--- src/design/moving_head_aim_pan_tilt_assert.svh ---
// Assertion macros for the moving-head aiming block.
`ifndef MOVING_HEAD_AIM_PAN_TILT_ASSERT_SVH
`define MOVING_HEAD_AIM_PAN_TILT_ASSERT_SVH

// Same-cycle implication, sampled on clk, off while arst_n is low.
`define MHAP_ASSERT_IMP(label, ante, cons, msg) \
	label: assert property (@(posedge clk) disable iff (!arst_n) (ante) |-> (cons)) \
		else $error(msg);

// Next-cycle implication, sampled on clk, off while arst_n is low.
`define MHAP_ASSERT_NEXT(label, ante, cons, msg) \
	label: assert property (@(posedge clk) disable iff (!arst_n) (ante) |=> (cons)) \
		else $error(msg);

`endif

--- src/design/mhap_pkg.sv ---
// Shared types, constants and tables of the moving-head aiming block.
package mhap_pkg;

	localparam int SQRT_STEPS   = 32;
	localparam int NORM_STAGES  = 6;
	localparam int CORDIC_STEPS = 17;
	localparam int ANGLE_LAT    = NORM_STAGES + CORDIC_STEPS + 1;

	localparam int ANG_IN_W = 33;  // angle unit operand width
	localparam int NORM_W   = 41;  // operands normalized to [2^40, 2^41)
	localparam int CW       = 45;  // CORDIC x/y, signed
	localparam int ZW       = 24;  // CORDIC angle accumulator, signed
	localparam int ANG_W    = 23;  // angle 0..90 deg in Q16
	localparam int FRAC     = 16;
	localparam int QW       = 27;  // Q16 degrees up to 720

	localparam logic [ANG_W-1:0] ANG_90 = ANG_W'(90 * 65536);

	localparam logic [QW-1:0] Q_90   = QW'(90 * 65536);
	localparam logic [QW-1:0] Q_180  = QW'(180 * 65536);
	localparam logic [QW-1:0] Q_270  = QW'(270 * 65536);
	localparam logic [QW-1:0] Q_360  = QW'(360 * 65536);
	localparam logic [QW-1:0] Q_540  = QW'(540 * 65536);
	localparam logic [QW-1:0] Q_HALF = QW'(32768);

	localparam logic signed [11:0] DEG_45      = 12'sd45;
	localparam logic signed [11:0] DEG_180     = 12'sd180;
	localparam logic signed [11:0] DEG_270     = 12'sd270;
	localparam logic signed [11:0] DEG_ALT_MAX = 12'sd360;  // 540 - 180

	localparam logic REG_MOUNT_HEIGHT    = 1'b0;
	localparam logic REG_FIXTURE_SPACING = 1'b1;

	typedef struct packed {
		logic [63:0] n;
		logic [63:0] r;
	} sqrt_t;

	typedef struct packed {
		logic signed [CW-1:0] cx;
		logic signed [CW-1:0] cy;
		logic signed [ZW-1:0] z;
		logic                 xz;
		logic                 yz;
	} cordic_t;

	typedef struct packed {
		logic       func;
		logic [9:0] cur_pan;
		logic [8:0] cur_tilt;
		logic       dx_neg;
		logic       dx_zero;
		logic       ty_neg;
	} side_t;

	// arctan(2^-i) in Q16 degrees
	function automatic logic signed [ZW-1:0] atan_q16(input int step);
		logic signed [ZW-1:0] v;
		case (step)
			0:  v = 24'sd2949120;
			1:  v = 24'sd1740967;
			2:  v = 24'sd919879;
			3:  v = 24'sd466945;
			4:  v = 24'sd234379;
			5:  v = 24'sd117304;
			6:  v = 24'sd58666;
			7:  v = 24'sd29335;
			8:  v = 24'sd14668;
			9:  v = 24'sd7334;
			10: v = 24'sd3667;
			11: v = 24'sd1833;
			12: v = 24'sd917;
			13: v = 24'sd458;
			14: v = 24'sd229;
			15: v = 24'sd115;
			16: v = 24'sd57;
			default: v = '0;
		endcase
		return v;
	endfunction

endpackage

--- src/design/mhap_sqrt_cell.sv ---
// One digit step of the pipelined integer square root.
module mhap_sqrt_cell #(
	parameter int STEP = 0
) (
	input  logic            clk,
	input  mhap_pkg::sqrt_t d_in,
	output mhap_pkg::sqrt_t d_s1
);
	import mhap_pkg::*;

	localparam logic [63:0] BIT = 64'(1) << (62 - 2 * STEP);

	logic [63:0] trial;
	sqrt_t       nxt;

	always_comb begin
		trial = d_in.r + BIT;
		if (d_in.n >= trial) begin
			nxt.n = d_in.n - trial;
			nxt.r = (d_in.r >> 1) + BIT;
		end else begin
			nxt.n = d_in.n;
			nxt.r = d_in.r >> 1;
		end
	end

	always_ff @(posedge clk) begin
		d_s1 <= nxt;
	end
endmodule

--- config.mk ---
export PLATFORM = sky130hd
export DESIGN_NAME = mhap_sqrt_cell
export DESIGN_NICKNAME = d
export VERILOG_FILES = /design/src/design/moving_head_aim_pan_tilt_assert.svh /design/src/design/mhap_pkg.sv /design/src/design/mhap_sqrt_cell.sv
export SDC_FILE = /design/constraint.sdc
export NUM_CORES = 1
export LEC_CHECK = 0
export BUFFER_PORTS_ARGS = -buffer_cell sky130_fd_sc_hd__buf_2
export CORE_UTILIZATION = 45
export DETAILED_ROUTE_END_ITERATION = 8
export GPL_ROUTABILITY_DRIVEN = 0
export HOLD_SLACK_MARGIN = 0.1
export PLACE_DENSITY = 0.73
export SLEW_MARGIN = 10
export SYNTH_ARGS = -nofsm -noshare
export SYNTH_HDL_FRONTEND = slang
export SYNTH_SLANG_ARGS = --single-unit
--- constraint.sdc ---
create_clock -name clk -period 3.7 [get_ports clk]
set_input_delay 0.37 -clock clk [delete_from_list [all_inputs] [get_ports clk]]
set_output_delay 0.37 -clock clk [all_outputs]
set_load 0.1 [all_outputs]
==> results of run 1 <==
-- per-stage QoR --
stage | total power [mW] | area (um^2) | util [%] | hold slack [ns] | setup TNS (ns)
final | 5.900 | 10120 | 63.68 | 0.1085 | 0
after CTS | 5.894 | 10060 | 63.33 | 0.1004 | 0
after global routing | 6.140 | 10120 | 63.68 | 0.1097 | -0.001886
after global placement | 4.159 | 8894 | 55.99 | 0.4866 | 0
after detailed placement | 4.176 | 8894 | 55.99 | 0.4873 | 0
after floorplan | 3.702 | 7328 | - | 0.3977 | 0
-- power breakdown --
group / internal [mW] / switching, mW
Combinational: 0.629 / 2.01
Sequential: 1.56 / 0.0447
Clock: 1.06 / 0.597
Total: 3.25 / 2.65
-- timing repair --
item                                    4_1_cts  5_1_grt
hold buffers                                 60        0
setup buffers                                 0        2
endpoints found under the hold margin        60        0
resized for setup                             0        6
endpoints found under the setup margin        0       33
-- area by class of cell --
cell class                      instances  share of cell area (%)
Inverter                               78                   2.894
Timing Repair Buffer                  338                   20.57
Clock inverter                          7                   1.113
Multi-Input combinational cell        642                   42.93
Tap cell                              216                   2.672
Sequential cell                       128                   25.33
Clock buffer                           22                   4.490
-- cells in the mapped netlist, types with 7 or more instances --
library cell	n
a21o_1	49
a21oi_1	111
a31oi_1	7
and2_1	10
and3_1	13
buf_2	11
clkbuf_1	25
dfxtp_1	128
ha_1	64
inv_1	78
mux2_2	10
nand2_1	52
nand3_1	14
nand4_1	18
nor2_1	82
nor2b_1	10
nor3_1	11
o211ai_1	7
o21a_1	7
o21ai_0	40
o21bai_1	11
xnor2_1	36
xor2_1	20
-- cells by family (layout without fill, tap and decap cells) --
| family | after synthesis | count (layout) | synth area share [%] |
|---|---|---|---|
| multiplexers | 15 | 15 | 2.288 |
| buffers and inverters | 115 | 445 | 6.095 |
| flip-flops | 128 | 128 | 34.97 |
| XOR/XNOR | 56 | 56 | 6.693 |
| AO/OA/AOI/OAI | 272 | 272 | 23.27 |
| adder cells (fa/ha/maj) | 65 | 65 | 11.20 |
| AND/OR/NAND/NOR | 234 | 234 | 15.49 |
-- path summary, 6_finish.rpt --
kind / from / cells past startpoint / end
setup / recovery: d_in[3] / 15 / d_s1[123]
hold / removal: d_in[1] / 1 / d_s1[0]
-- metal layers --
layer / part of all wire (%) / vias to the layer above / wire (um)
met3: 7.1 / 33 / 1527
met1: 43 / 3412 / 9216
met4: 1.6 / 0 / 347
li1: - / 3744 / -
met5: 0 / - / 0
met2: 48 / 266 / 10310
==> summary.md, run 1 <==
| Metric | Value |
|---|---|
| Status | finished clean |
| Antenna-violating nets left | 0 |
| # setup viols final | 0 |
| Initial antenna violation count | 0 |
| Vias | 7455 |
| Required time at the worst-slack endpoint | 4.05 ns |
| Post-layout net count | 1399 |
| Area Overhead vs Synth | 38.04% |
| Die area | 16800 um^2 |
| CP Data Arrival Time | 3.89 ns |
| Slew Limit Fails | 0 |
| Worst-Margin Slew | 0.4954 ns |
| DP HPWL | 15820 um |
| Row cnt | 46 |
| Yosys top cell by area | dfxtp_1 |
| Multi-input logic area | 4343 um^2 |
| Routing usage on met3 | 6.813% |
| Global-route met1 utilization | 30.06% |
| Die X | 129.6 um |
| I/O pins | 257 |
| VDD IR max | 0.0003339 V |
| Max clock buf depth | 2 |
| Distinct cell type count after synthesis | 58 |
| Most common cell on crit path | a21oi_1 |
| #FFs+latches synth | 128 |
| Commonest non-fill, non-tap cells in the layout | buf_2, dfxtp_1, a21oi_1 |
| Register area | 2562 um^2 |
| Post-synth EDFFs | 0 |
| GR Util met2 | 43.16% |
| Max incr delay on CP | 0.52 ns |
| Mean post-synth cell area | 8.281 um^2 |
| Initial Util | 46.13% |
| Power Density | 583.2 nW/um^2 |
| Fmax | 0.2823 GHz |
| Largest net degree at the start of global routing | 68 |
| Routed WL | 21410 um |
| Place WS | 0.09248 ns |
| 1st-iter DRT viols | 556 |
| Ys async rst share | 0% |
| Vias in the first global route | 7031 |
| Synth Cell Area | 7328 um^2 |
| Fillers | 1352 |
| Global route overflow | 0 |
| Synth Net Count | 1079 |
| Final setup margin | 0.1582 ns |
| Ranking of synthesized cells by area | dfxtp_1, ha_1, a21oi_1 |
| Top delay family on crit path | compound AO/OA/AOI/OAI gates |
| Post-layout min period | 3.542 ns |
| GRT Util Overall | 24.96% |
| Sequential share of the synthesized area | 34.97% |
| DRC viols | 0 |
| Ys flop type | dfxtp_1 |
| Setup CP Type | input port to flop |
| Largest regs | d_s1: 128 flops |
| Critical path, cell by cell | dlygate4sd3_1, buf_2, inv_1, ha_1, buf_4, a21oi_1, nor2b_1, a211o_1, a21oi_1, o21ai_0, a211o_1, a21oi_1, o21ai_0, and4b_1, nor3_1 |
| Biggest register | d_s1 |
| Commonest non-fill, non-tap cell in the layout | buf_2 |
| Share of cells above drive strength 1 | 26.83% |
| Max-slew headroom | 66.62% |
| GRT busiest layer | met2 |
| HP Class | input port to flop |
| Max reg flops | 128 |
| H-Tree Depth | 4 |
| Vias per cell | 5.210 |
| IO buf count | 256 |
| DRT Pass-1 Iters | 5 |
| Worst setup EP type | flop |
| YS warnings | 0 |
| Tcrit/Tclk final | 95.72% |
| WL/cell | 14.96 um |
| Num CTS Buffers | 17 |
| CTS tree | done |
| Cell total after placement | 1339 |
| # diodes | 0 |
| Clock sink count | 128 |
| Root buf cell | clkbuf_16 |
| Maxcap violations | 0 |
| Final cell count without fillers | 1431 |
| Core ar. | 15890 um^2 |
| Slowest CP cell | dlygate4sd3_1 |
| Final Hold Vio Count | 0 |
| First-pass GRT wire length | 33020 um |
| Static leakage | 5.098 nW |
| Die Y | 129.6 um |
| Clk slew on worst S/H paths | 0.06 ns |
| Mapped Cells | 885 |
| Buf/Inv on CP | 4 |
| CP Max Fanout | 5 |
| Proportion of netlist area held by the largest area contributor | 34.97% |
| Startpoint type of the worst setup path | input port |
No activity file was read; power rests on OpenSTA's default activity.
==> run 2, diff against run 1 <==
--- a/config.mk
+++ b/config.mk
@@ -6,6 +6,7 @@
 export NUM_CORES = 1
 export LEC_CHECK = 0
 export BUFFER_PORTS_ARGS = -buffer_cell sky130_fd_sc_hd__buf_2
+export CORE_MARGIN = 5
 export CORE_UTILIZATION = 45
 export DETAILED_ROUTE_END_ITERATION = 8
 export GPL_ROUTABILITY_DRIVEN = 0
==> run 2 against run 1 <==
Net effect:
- sequential share of layout area increased by 0.23 points
- cell count shrank 0.21%
- sequential power hardly changed
- clock power fell by 11%
- global-route usage decreased by 2.1 points
- routed wire length grew 2.3%
- clock-buffer cell count stayed put
- critical path depth up 2
- cell area down 0.89%
- non-clock buffer count fell by 3
- die area increased by 13%
==> summary.md, run 2 (synthesis results as in run 1) <==
| Metric | Value |
|---|---|
| Die X | 137.6 um (was 129.6 um) |
| H-Tree Depth | 4 (unchanged) |
| DP HPWL | 16730 um (was 15820 um) |
| VDD IR max | 0.0003250 V (was 0.0003339 V) |
| Static leakage | 5.050 nW (was 5.098 nW) |
| Place WS | 0.1770 ns (was 0.09248 ns) |
| Fillers | 1367 (was 1352) |
| Required time at the worst-slack endpoint | 4.06 ns (was 4.05 ns) |
| IO buf count | 256 (unchanged) |
| Tcrit/Tclk final | 95.01% (was 95.72%) |
| GRT Util Overall | 22.88% (was 24.96%) |
| Worst-Margin Slew | 0.5196 ns (was 0.4954 ns) |
| CP Data Arrival Time | 3.88 ns (was 3.89 ns) |
| Root buf cell | clkbuf_16 (unchanged) |
| Final Hold Vio Count | 0 (unchanged) |
| Routed WL | 21900 um (was 21410 um) |
| Slew Limit Fails | 0 (unchanged) |
| Biggest register | d_s1 (unchanged) |
| Post-layout net count | 1396 (was 1399) |
| Area Overhead vs Synth | 36.81% (was 38.04%) |
| Post-layout min period | 3.515 ns (was 3.542 ns) |
| Min-Delay Path Depth | 1 (unchanged) |
| DRC viols | 0 (unchanged) |
| Slowest CP cell | dlygate4sd3_1 (unchanged) |
| # diodes | 0 (unchanged) |
| Status | finished clean (unchanged) |
| Largest regs | d_s1: 128 flops (unchanged) |
| Setup TNS | 0 ns (unchanged) |
| CP Max Fanout | 7 (was 5) |
| Unrepaired setup endpoints after global routing | no |
| Row cnt | 46 (unchanged) |
| WL/cell | 15.34 um (was 14.96 um) |
| Startpoint type of the worst setup path | input port (unchanged) |
| Buf/Inv on CP | 6 (was 4) |
| # setup viols final | 0 (unchanged) |
| Worst setup EP type | flop (unchanged) |
| Die Y | 137.6 um (was 129.6 um) |
| Stages on worst setup path | 17 (was 15) |
| Setup CP Type | input port to flop (unchanged) |
| 1st-iter DRT viols | 444 (was 556) |
| Global route overflow | 0 (unchanged) |
| CTS tree | done (unchanged) |
| Antenna-violating nets left | 0 (unchanged) |
| First-pass GRT wire length | 34600 um (was 33020 um) |
| Num CTS Buffers | 17 (unchanged) |
| Vias per cell | 5.171 (was 5.210) |
| Clock sink count | 128 (unchanged) |
| Max clock buf depth | 2 (unchanged) |
| Die area | 18940 um^2 (was 16800 um^2) |
| Initial Util | 45.97% (was 46.13%) |
| Top delay family on crit path | compound AO/OA/AOI/OAI gates (unchanged) |
| Core ar. | 15940 um^2 (was 15890 um^2) |
| Largest net degree at the start of global routing | 56 (was 68) |
| Share of cells above drive strength 1 | 26.65% (was 26.83%) |
| Critical path, cell by cell | dlygate4sd3_1, buf_2, inv_1, ha_1, a21o_1, a211oi_1, nor2_1, o41ai_1, buf_4, o211ai_1, o21ai_1, o41ai_4, buf_4, buf_4, nor4b_1, a311o_1, nor2_1 (was dlygate4sd3_1, buf_2, inv_1, ha_1, buf_4, a21oi_1, nor2b_1, a211o_1, a21oi_1, o21ai_0, a211o_1, a21oi_1, o21ai_0, and4b_1, nor3_1) |
| Initial antenna violation count | 0 (unchanged) |
| Vias in the first global route | 7405 (was 7031) |
| Vias | 7384 (was 7455) |
| DRT Pass-1 Iters | 5 (unchanged) |
| Max reg flops | 128 (unchanged) |
| Clk slew on worst S/H paths | 0.06 ns (about the same) |
| Fmax | 0.2845 GHz (was 0.2823 GHz) |
| Max incr delay on CP | 0.52 ns (about the same) |
| Power Density | 568.4 nW/um^2 (was 583.2 nW/um^2) |
| Max-slew headroom | 65.00% (was 66.62%) |
| HP Class | input port to flop (unchanged) |
| Maxcap violations | 0 (unchanged) |
| Final setup margin | 0.1846 ns (was 0.1582 ns) |
| Commonest non-fill, non-tap cells in the layout | buf_2, dfxtp_1, a21oi_1 (unchanged) |
| Most common cell on crit path | buf_4 (was a21oi_1) |
| I/O pins | 257 (unchanged) |
| Commonest non-fill, non-tap cell in the layout | buf_2 (unchanged) |
run 2: cell count changes in the layout (fill, tap and decap cells not counted), sizes merged:
cell         change
buf              -3
bufinv           -3
clkinv           +2
clkbuf           -1
clkinvlp         +1
dlygate4sd3      +1
run 2: final timing paths:
kind / from / end / slack (ns)
min: d_in[62] / d_s1[61] / 0.12
max: d_in[25] / d_s1[125] / 0.18
run 2: layout make-up:
type / instances / area [um^2] / share of cell area [%]
multi-input combinational: 642 / 4344 / 43.33
sequential: 128 / 2562 / 25.56
timing repair buffer: 335 / 2052 / 20.47
clock buffer: 22 / 464.2 / 4.630
inverter: 78 / 292.8 / 2.920
tap: 216 / 270.3 / 2.696
clock inverter: 7 / 40.04 / 0.3993
run 2: report_power, final:
group,internal [mW],switching [mW]
Clock,0.871,0.603
Combinational,0.620,2.00
Sequential,1.56,0.0400
run 2: metal layers:
metal	global-route usage (%)	wire length (um)	up-vias
li1	-	-	3743
met4	8.703	451	0
met2	38.50	10580	261
met3	5.917	1613	38
met1	27.97	9253	3342
met5	0	0	-
run 2: per-stage QoR:
stage / hold slack [ns] / area [um^2] / cells / util (%) / power [mW]
3_3_place_gp: 0.4862 / 8879 / 1337 / 55.69 / 4.162
2_1_floorplan: 0.3977 / 7328 / 885 / - / 3.702
4_1_cts: 0.1083 / 9993 / 1427 / 62.68 / 5.711
5_1_grt: 0.1050 / 10030 / 1428 / 62.89 / 5.945
3_5_place_dp: 0.4871 / 8879 / 1337 / 55.69 / 4.176
6_report: 0.1198 / 10030 / 1428 / 62.89 / 5.698
run 2: timing repair:
action	4_1_cts	5_1_grt
endpoints found under the hold margin	61	0
gates resized for setup	0	5
hold buffers	61	0
setup endpoints to repair	0	23
setup buffers	0	1
